**src/rtl/core/pac_pkg.sv**
```systemverilog
// Package for the polygon area and centroid unit.
// Holds the sequencer states and the control and status bundles of the shared units.
// No dependencies.
package pac_pkg;

	localparam int AREA_W = 40;

	typedef enum logic [3:0] {
		ST_IDLE,
		ST_CROSS,
		ST_CLOSE1,
		ST_CLOSE2,
		ST_DRAIN,
		ST_FIN,
		ST_DIVX,
		ST_DIVY,
		ST_OUT
	} state_t;

	typedef struct packed {
		logic en;
		logic sub;
		logic clr;
	} mac_ctl_t;

	typedef struct packed {
		logic busy;
		logic done;
		logic neg;
	} div_stat_t;

endpackage

```
**src/rtl/core/polygon_area_and_centroid_unit.sv**
```systemverilog
// Polygon area and centroid: a vertex beat is accepted, then the second cross product
// runs on the one shared multiplier. The last vertex closes the ring (CLOSE1, CLOSE2,
// DRAIN, FIN), then two serial divides of SW quotient bits each run (SW = COORD_WIDTH +
// clog2(MAX_VERTICES+1) + 1, 26 by default), and the OUT state loads the result beat.
// Reset (arst_n low, asynchronous) clears sequencer, sums, count, accumulator and out_valid.
module polygon_area_and_centroid_unit #(
	parameter int MAX_VERTICES = 256,
	parameter int COORD_WIDTH  = 16,
	localparam int CNT_W       = $clog2(MAX_VERTICES + 1)
) (
	input  logic                          clk,
	input  logic                          arst_n,
	input  logic                          in_valid,
	output logic                          in_stall,
	input  logic signed [COORD_WIDTH-1:0] vertex_x,
	input  logic signed [COORD_WIDTH-1:0] vertex_y,
	input  logic                          is_last,
	output logic                          out_valid,
	input  logic                          out_stall,
	output logic [pac_pkg::AREA_W-1:0]    twice_area,
	output logic signed [COORD_WIDTH-1:0] center_x,
	output logic signed [COORD_WIDTH-1:0] center_y,
	output logic [CNT_W-1:0]              vertex_count,
	output logic                          overflow
);

	localparam int CW      = COORD_WIDTH;
	localparam int AW      = pac_pkg::AREA_W;
	localparam int SW      = CW + CNT_W + 1;
	localparam int ACC_RAW = 2*CW + CNT_W + 1;
	localparam int ACC_W   = (ACC_RAW > AW) ? ACC_RAW : AW + 1;

	pac_pkg::state_t state_q, state_d;

	logic signed [CW-1:0]    first_x_q, first_y_q, prev_x_q, prev_y_q, cur_x_q, cur_y_q;
	logic                    last_q, take_q, cross_q;
	logic signed [SW-1:0]    sum_x_q, sum_y_q;
	logic [CNT_W-1:0]        count_q;
	logic                    overflow_seen_q;
	logic [AW-1:0]           area_q;
	logic signed [CW-1:0]    cx_q;
	logic signed [CW-1:0]    cy_q;
	logic                    out_valid_q;

	logic                    in_acc;
	logic                    take;
	logic                    can_load;
	pac_pkg::mac_ctl_t       mac_ctl;
	logic signed [CW-1:0]    mac_a, mac_b;
	logic signed [ACC_W-1:0] acc;
	logic [ACC_W-1:0]        acc_mag;
	logic                    div_start;
	logic signed [SW-1:0]    div_dividend;
	logic [CNT_W-1:0]        div_divisor;
	logic [SW-1:0]           div_quo;
	pac_pkg::div_stat_t      div_stat;
	logic [CW-1:0]           quo_lo;
	logic signed [CW-1:0]    quo_signed;

	assign in_acc   = in_valid && !in_stall;
	assign take     = (count_q < CNT_W'(MAX_VERTICES));
	assign can_load = !out_valid_q || !out_stall;
	assign acc_mag  = acc[ACC_W-1] ? (~acc + ACC_W'(1)) : acc;
	assign quo_lo   = div_quo[CW-1:0];
	assign quo_signed = div_stat.neg ? (~quo_lo + CW'(1)) : quo_lo;
	assign div_divisor = (count_q == '0) ? CNT_W'(1) : count_q;

	pac_mac #(.CW(CW), .ACC_W(ACC_W)) u_mac (
		.clk   (clk),
		.arst_n(arst_n),
		.ctl   (mac_ctl),
		.op_a  (mac_a),
		.op_b  (mac_b),
		.acc   (acc)
	);

	pac_div #(.SW(SW), .CNT_W(CNT_W)) u_div (
		.clk     (clk),
		.arst_n  (arst_n),
		.start   (div_start),
		.dividend(div_dividend),
		.divisor (div_divisor),
		.quotient(div_quo),
		.stat    (div_stat)
	);

	// next state
	always_comb begin
		state_d = state_q;
		case (state_q)
			pac_pkg::ST_IDLE:   if (in_acc) state_d = pac_pkg::ST_CROSS;
			pac_pkg::ST_CROSS:  state_d = last_q ? pac_pkg::ST_CLOSE1 : pac_pkg::ST_IDLE;
			pac_pkg::ST_CLOSE1: state_d = pac_pkg::ST_CLOSE2;
			pac_pkg::ST_CLOSE2: state_d = pac_pkg::ST_DRAIN;
			pac_pkg::ST_DRAIN:  state_d = pac_pkg::ST_FIN;
			pac_pkg::ST_FIN:    state_d = pac_pkg::ST_DIVX;
			pac_pkg::ST_DIVX:   if (div_stat.done) state_d = pac_pkg::ST_DIVY;
			pac_pkg::ST_DIVY:   if (div_stat.done) state_d = pac_pkg::ST_OUT;
			pac_pkg::ST_OUT:    if (can_load) state_d = pac_pkg::ST_IDLE;
			default:            state_d = pac_pkg::ST_IDLE;
		endcase
	end

	// unit controls
	always_comb begin
		mac_ctl      = '0;
		mac_a        = prev_x_q;
		mac_b        = prev_y_q;
		div_start    = 1'b0;
		div_dividend = sum_x_q;
		in_stall     = 1'b1;
		case (state_q)
			pac_pkg::ST_IDLE: begin
				in_stall   = 1'b0;
				mac_a      = prev_x_q;
				mac_b      = vertex_y;
				mac_ctl.en = in_acc && take && (count_q != '0);
			end
			pac_pkg::ST_CROSS: begin
				mac_a       = cur_x_q;
				mac_b       = prev_y_q;
				mac_ctl.en  = cross_q;
				mac_ctl.sub = 1'b1;
			end
			pac_pkg::ST_CLOSE1: begin
				mac_a      = prev_x_q;
				mac_b      = first_y_q;
				mac_ctl.en = 1'b1;
			end
			pac_pkg::ST_CLOSE2: begin
				mac_a       = first_x_q;
				mac_b       = prev_y_q;
				mac_ctl.en  = 1'b1;
				mac_ctl.sub = 1'b1;
			end
			pac_pkg::ST_FIN: begin
				mac_ctl.clr = 1'b1;
				div_start   = 1'b1;
			end
			pac_pkg::ST_DIVX: begin
				div_start    = div_stat.done;
				div_dividend = sum_y_q;
			end
			default: begin
				mac_ctl = '0;
			end
		endcase
	end

	always_ff @(posedge clk or negedge arst_n) begin
		if (!arst_n) begin
			state_q <= pac_pkg::ST_IDLE;
		end else begin
			state_q <= state_d;
		end
	end

	// polygon accumulation state
	always_ff @(posedge clk or negedge arst_n) begin
		if (!arst_n) begin
			sum_x_q         <= '0;
			sum_y_q         <= '0;
			count_q         <= '0;
			overflow_seen_q <= 1'b0;
			last_q          <= 1'b0;
			take_q          <= 1'b0;
			cross_q         <= 1'b0;
		end else if (in_acc) begin
			last_q  <= is_last;
			take_q  <= take;
			cross_q <= take && (count_q != '0);
			if (take) begin
				sum_x_q <= sum_x_q + SW'(vertex_x);
				sum_y_q <= sum_y_q + SW'(vertex_y);
				count_q <= count_q + CNT_W'(1);
			end else begin
				overflow_seen_q <= 1'b1;
			end
		end else if (state_q == pac_pkg::ST_OUT && can_load) begin
			sum_x_q         <= '0;
			sum_y_q         <= '0;
			count_q         <= '0;
			overflow_seen_q <= 1'b0;
		end
	end

	always_ff @(posedge clk) begin
		if (in_acc) begin
			cur_x_q <= vertex_x;
			cur_y_q <= vertex_y;
			if (take && count_q == '0) begin
				first_x_q <= vertex_x;
				first_y_q <= vertex_y;
			end
		end
		// advance the previous vertex only after both cross products have used it
		if (state_q == pac_pkg::ST_CROSS && take_q) begin
			prev_x_q <= cur_x_q;
			prev_y_q <= cur_y_q;
		end
		if (state_q == pac_pkg::ST_FIN) begin
			area_q <= (|acc_mag[ACC_W-1:AW]) ? {AW{1'b1}} : acc_mag[AW-1:0];
		end
		if (state_q == pac_pkg::ST_DIVX && div_stat.done) begin
			cx_q <= quo_signed;
		end
		if (state_q == pac_pkg::ST_DIVY && div_stat.done) begin
			cy_q <= quo_signed;
		end
	end

	// result register: hold until the beat is taken
	always_ff @(posedge clk) begin
		if (state_q == pac_pkg::ST_OUT && can_load) begin
			twice_area   <= area_q;
			center_x     <= cx_q;
			center_y     <= cy_q;
			vertex_count <= count_q;
			overflow     <= overflow_seen_q;
		end
	end

	always_ff @(posedge clk or negedge arst_n) begin
		if (!arst_n) begin
			out_valid_q <= 1'b0;
		end else if (state_q == pac_pkg::ST_OUT && can_load) begin
			out_valid_q <= 1'b1;
		end else if (!out_stall) begin
			out_valid_q <= 1'b0;
		end
	end

	assign out_valid = out_valid_q;

	a_count_bound: assert property (@(posedge clk) disable iff (!arst_n)
		count_q <= CNT_W'(MAX_VERTICES))
		else $error("vertex count beyond limit");

	a_out_from_load: assert property (@(posedge clk) disable iff (!arst_n)
		$rose(out_valid_q) |-> $past(state_q == pac_pkg::ST_OUT))
		else $error("result beat raised outside load state");

	a_div_idle_start: assert property (@(posedge clk) disable iff (!arst_n)
		div_start |-> !div_stat.busy)
		else $error("divider restarted while busy");

	a_clear_quiet: assert property (@(posedge clk) disable iff (!arst_n)
		mac_ctl.clr |-> $past(state_q == pac_pkg::ST_DRAIN))
		else $error("accumulator cleared with products in flight");

endmodule

```
**src/rtl/core/pac_mac.sv**
```systemverilog
// Shared multiply-accumulate unit: one registered signed product, then add or subtract
// into a wide accumulator. Depends on pac_pkg (mac_ctl_t).
module pac_mac #(
	parameter int CW    = 16,
	parameter int ACC_W = 41
) (
	input  logic                    clk,
	input  logic                    arst_n,
	input  pac_pkg::mac_ctl_t       ctl,
	input  logic signed [CW-1:0]    op_a,
	input  logic signed [CW-1:0]    op_b,
	output logic signed [ACC_W-1:0] acc
);

	logic signed [2*CW-1:0]  prod_s1;
	logic                    en_s1;
	logic                    sub_s1;
	logic signed [ACC_W-1:0] acc_q;
	logic signed [ACC_W-1:0] prod_ext;

	always_ff @(posedge clk) begin
		prod_s1 <= op_a * op_b;
	end

	always_ff @(posedge clk or negedge arst_n) begin
		if (!arst_n) begin
			en_s1  <= 1'b0;
			sub_s1 <= 1'b0;
		end else begin
			en_s1  <= ctl.en;
			sub_s1 <= ctl.sub;
		end
	end

	assign prod_ext = {{(ACC_W-2*CW){prod_s1[2*CW-1]}}, prod_s1};

	always_ff @(posedge clk or negedge arst_n) begin
		if (!arst_n) begin
			acc_q <= '0;
		end else if (ctl.clr) begin
			acc_q <= '0;
		end else if (en_s1) begin
			acc_q <= sub_s1 ? (acc_q - prod_ext) : (acc_q + prod_ext);
		end
	end

	assign acc = acc_q;

endmodule

```
**src/rtl/core/pac_div.sv**
```systemverilog
// Serial restoring divider: one quotient bit per cycle on the magnitude of a signed
// dividend. Returns the magnitude and the sign separately. Depends on pac_pkg (div_stat_t).
module pac_div #(
	parameter int SW    = 26,
	parameter int CNT_W = 9
) (
	input  logic                 clk,
	input  logic                 arst_n,
	input  logic                 start,
	input  logic signed [SW-1:0] dividend,
	input  logic [CNT_W-1:0]     divisor,
	output logic [SW-1:0]        quotient,
	output pac_pkg::div_stat_t   stat
);

	localparam int IT_W = $clog2(SW + 1);

	logic [SW-1:0]    quo_q;
	logic [CNT_W-1:0] rem_q;
	logic [CNT_W-1:0] d_q;
	logic [IT_W-1:0]  it_q;
	logic             busy_q;
	logic             done_q;
	logic             neg_q;
	logic [CNT_W:0]   shifted;
	logic [CNT_W:0]   diff;
	logic             fits;
	logic [SW-1:0]    dividend_mag;

	assign dividend_mag = dividend[SW-1] ? (~dividend + SW'(1)) : dividend;
	assign shifted      = {rem_q, quo_q[SW-1]};
	assign diff         = shifted - {1'b0, d_q};
	assign fits         = (shifted >= {1'b0, d_q});

	always_ff @(posedge clk) begin
		if (start) begin
			quo_q <= dividend_mag;
			rem_q <= '0;
			d_q   <= divisor;
			neg_q <= dividend[SW-1];
		end else if (busy_q) begin
			quo_q <= {quo_q[SW-2:0], fits};
			rem_q <= fits ? diff[CNT_W-1:0] : shifted[CNT_W-1:0];
		end
	end

	always_ff @(posedge clk or negedge arst_n) begin
		if (!arst_n) begin
			it_q   <= '0;
			busy_q <= 1'b0;
			done_q <= 1'b0;
		end else begin
			done_q <= 1'b0;
			if (start) begin
				it_q   <= IT_W'(SW);
				busy_q <= 1'b1;
			end else if (busy_q) begin
				it_q <= it_q - IT_W'(1);
				if (it_q == IT_W'(1)) begin
					busy_q <= 1'b0;
					done_q <= 1'b1;
				end
			end
		end
	end

	assign quotient  = quo_q;
	assign stat.busy = busy_q;
	assign stat.done = done_q;
	assign stat.neg  = neg_q;

endmodule
```
**config.mk**
```make
export PLATFORM = sky130hd
export DESIGN_NAME = polygon_area_and_centroid_unit
export DESIGN_NICKNAME = d
export VERILOG_FILES = /design/src/rtl/core/pac_pkg.sv /design/src/rtl/core/polygon_area_and_centroid_unit.sv /design/src/rtl/core/pac_mac.sv /design/src/rtl/core/pac_div.sv
export SDC_FILE = /design/constraint.sdc
export NUM_CORES = 2
export LEC_CHECK = 0
export BUFFER_PORTS_ARGS = -buffer_cell sky130_fd_sc_hd__buf_2
export CORE_MARGIN = 5
export CORE_UTILIZATION = 50
export CTS_BUF_LIST = sky130_fd_sc_hd__clkbuf_8
export CTS_CLUSTER_SIZE = 30
export DETAILED_ROUTE_END_ITERATION = 10
export GPL_TIMING_DRIVEN = 0
export HOLD_SLACK_MARGIN = 0.03
export PLACE_DENSITY = 0.67
export RECOVER_POWER = 50
export SETUP_SLACK_MARGIN = 0.15
export SYNTH_ARGS = -nofsm -noshare
export SYNTH_HDL_FRONTEND = slang
export SYNTH_SLANG_ARGS = --single-unit
```
**constraint.sdc**
```tcl
create_clock -name clk -period 13.4 [get_ports clk]
set_input_delay 0.67 -clock clk [delete_from_list [all_inputs] [get_ports clk]]
set_output_delay 0.67 -clock clk [all_outputs]
set_load 0.1 [all_outputs]
```
==> metrics <==
Mapped Cells=3169; asr flop ratio synth=0.270; layout cells sized above 1=0.0437; antenna fix cells=0; FP Rows=93; Pwr Density=257 nW/um2; Setup crit end=u_mac.prod_s1[31]; Max VDD drop=approximately 0.00018 V; Num CTS Buffers=between 70 and 80; Area after DPL=34300 um2; Top Ports=121; first-pass iteration count of the detailed router=5; R2R cell count=26; CTS Sinks=around 450; total gr overflow=0; Crit. Startpoint=state_q[1]; clk_skew=0.0349 ns; #FFs+latches synth=448; Synth warnings=0; Avg Inst Size Synth=10.3 um2; Chip Height=roughly 270 um; IO buf count=120; R2R Setup Slk=3.94 ns; minimum clock period=about 9.5 ns; CTS tree=yes; initial antenna violation count=0; core area=around 64000 um2; final hold vios=0; Worst R2R Start=state_q[1]; Achievable Freq=106 MHz; Total Routed Length=76900 um; Rel. slew slack=-2.14; Horiz. Die Dim=265 um; Final period util=0.706; EDFF count, synth=286; RSZ-0062 raised after global routing=no; Max Slew Vio Count=204; Core Util, Final=0.554; GR Util All Layers=0.218; area grow syn2layout=9.65%; Post-synth top flop=edfxtp_1; Antenna Violating Nets Remaining=0; static leakage=between 15 and 20 nW; root buf cell=clkbuf_8; Mapped Area=32500 um2; measured slew at the worst slew-check pin=4.71 ns; endpoints failing setup=0; Clock Tree Buf Depth=3; min-delay src=vertex_x[14]; worst-path maximum fanout=10; Hold Path Class=input port to register; failing checks=max-capacitance violations, max-slew violations; worst hold slack=0.322 ns; post-synth cell types=75; Worst Setup Start Kind=register; CP Data Required Time=13.99 ns; max_cap viols=4; setup TNS=0 ns; gp weighted congestion=0.952; Worst-path clk slew=approximately 0.060 ns; HPWL after detailed placement=slightly above 60000 um; final instance area=35700 um2; fin nets=3865; starting density of the core=0.505; Vias per Instance=5.41; Crit. End Element=register; H-tree depth=3; largest net degree at the start of global routing=91; Total Power=9.19 mW; sequential-to-total area share from yosys stat=0.382; Synth Net Count=~3700; Iteration-0 DRC Markers=1549; outcome=finished with violations; first-pass GRT wire length=roughly 120000 um; wire per inst=17.9 um; Die Area=70300 um2; Crit Path Category=register to register; drt drc=0; via count=23200; post_cts resized=0; CP arrival=10.05 ns; vias in the first global route=23300; worst skew pair latency=0.67 ns; r2r endpoint=u_mac.prod_s1[31]
metrics by stage:
step | std cells | setup WS, ns
after floorplan | 3169 | 5.86
after global placement | 4144 | 4.06
after detailed placement | 4148 | 4.00
after CTS | 4290 | 3.97
after global routing | 4290 | 3.43
final | 4290 | 3.94
cell families after synthesis:
| family | count (synthesis) | share of synthesized area |
|---|---|---|
| and+or+nand+nor | 894 | 0.125 |
| AOI/OAI and AO/OA | 559 | 0.107 |
| buffers and inverters | 477 | 0.0560 |
| adders and majority gates | 456 | 0.237 |
| DFF | 448 | 0.382 |
| xor gates and xnor gates | 233 | 0.0627 |
| muxes | 102 | 0.0314 |
cells in the mapped netlist, types with 94 or more instances:
library cell    n  area, um2
xor2_1         94        823
dfrtp_1       121       3030
a21oi_1       164        821
nor2_1        307       1150
o21ai_0       142        711
nand2_1       285       1070
xnor2_1       139       1220
ha_1          190       2380
inv_1         370       1390
fa_1          266       5330
edfxtp_1      286       8590
mux2i_1       101       1010
layout by cell type, fill, tap and decap left out, drive strengths merged, types with 30 or more instances in the layout:
cell,netlist,routed
a21o,82,82
dfxtp,41,41
nand3,81,81
nor2,307,307
edfxtp,286,286
nand2b,44,44
xnor2,139,139
mux2i,101,101
dfrtp,121,121
clkbuf,85,295
fa,266,266
xor2,94,94
nand2,285,285
inv,370,397
o21ai,150,150
o31ai,30,30
a21oi,164,164
ha,190,190
nor3,42,42
routing by layer:
metal  GRT usage  up-vias  part of all wire
li1            -    11200                 -
met1       0.293    11200              0.44
met2       0.363      659              0.48
met3      0.0466      149             0.063
met4      0.0615        0             0.026
met5           0        -                 0
worst min path at each step:
stage                                to  cells after the start
final                       cur_x_q[14]                      1
after global routing       first_x_q[5]                      1
after CTS                  first_x_q[5]                      1
after detailed placement   center_x[10]                      0
after global placement    twice_area[4]                      0
after floorplan              count_q[0]                      0
flip-flops by register name, summed over array words and instances, names as in the netlist, 5 cells and up:
signal	flops
cur_y_q	16
first_x_q	16
cur_x_q	16
center_y	16
u_div.quotient	26
u_mac.prod_s1	32
u_div.rem_q	9
sum_x_q	26
cx_q	16
prev_x_q	16
first_y_q	16
u_mac.acc	42
area_q	40
count_q	9
u_div.d_q	9
sum_y_q	26
cy_q	16
u_div.it_q	5
prev_y_q	16
center_x	16
twice_area	40
vertex_count	9
what timing repair did:
item | in CTS | in global routing
hold buffers | 1 | 0
endpoints found under the hold margin | 39 | 0
setup buffers | 0 | 0
where the power goes:
part	internal (mW)	switching [mW]	total, mW
registers	2.00	0.292	2.29
clock network	0.656	0.567	1.22
logic	2.44	3.24	5.68
final cells by class:
class                      count  area [um2]
sequential                   448       12400
fill                        5801       28800
buffer                       105         425
multi-input combinational   2244       18300
timing repair buffer         125         504
clock buffer                  90        1240
inverter                     372        1400
clock inverter                51         308
tap                          855        1070
critical path, stage by stage, from the launching register on:
cell	delay [ns]
dfrtp_1	0.32
clkbuf_1	0.36
clkbuf_1	0.62
buf_1	0.66
mux2i_1	0.28
a21oi_1	0.99
nand2_1	0.18
fa_1	0.55
fa_1	0.46
fa_1	0.49
fa_1	0.50
inv_1	0.06
fa_1	0.53
inv_1	0.06
fa_1	0.55
inv_1	0.05
ha_1	0.33
a21oi_1	0.19
o21ai_0	0.18
a22o_1	0.26
o311ai_0	0.54
o211ai_1	0.27
nand2_1	0.17
nor3_1	0.08
or3_1	0.37
a21oi_1	0.18
xnor2_1	0.15
Power figures use the tool's default switching activity.
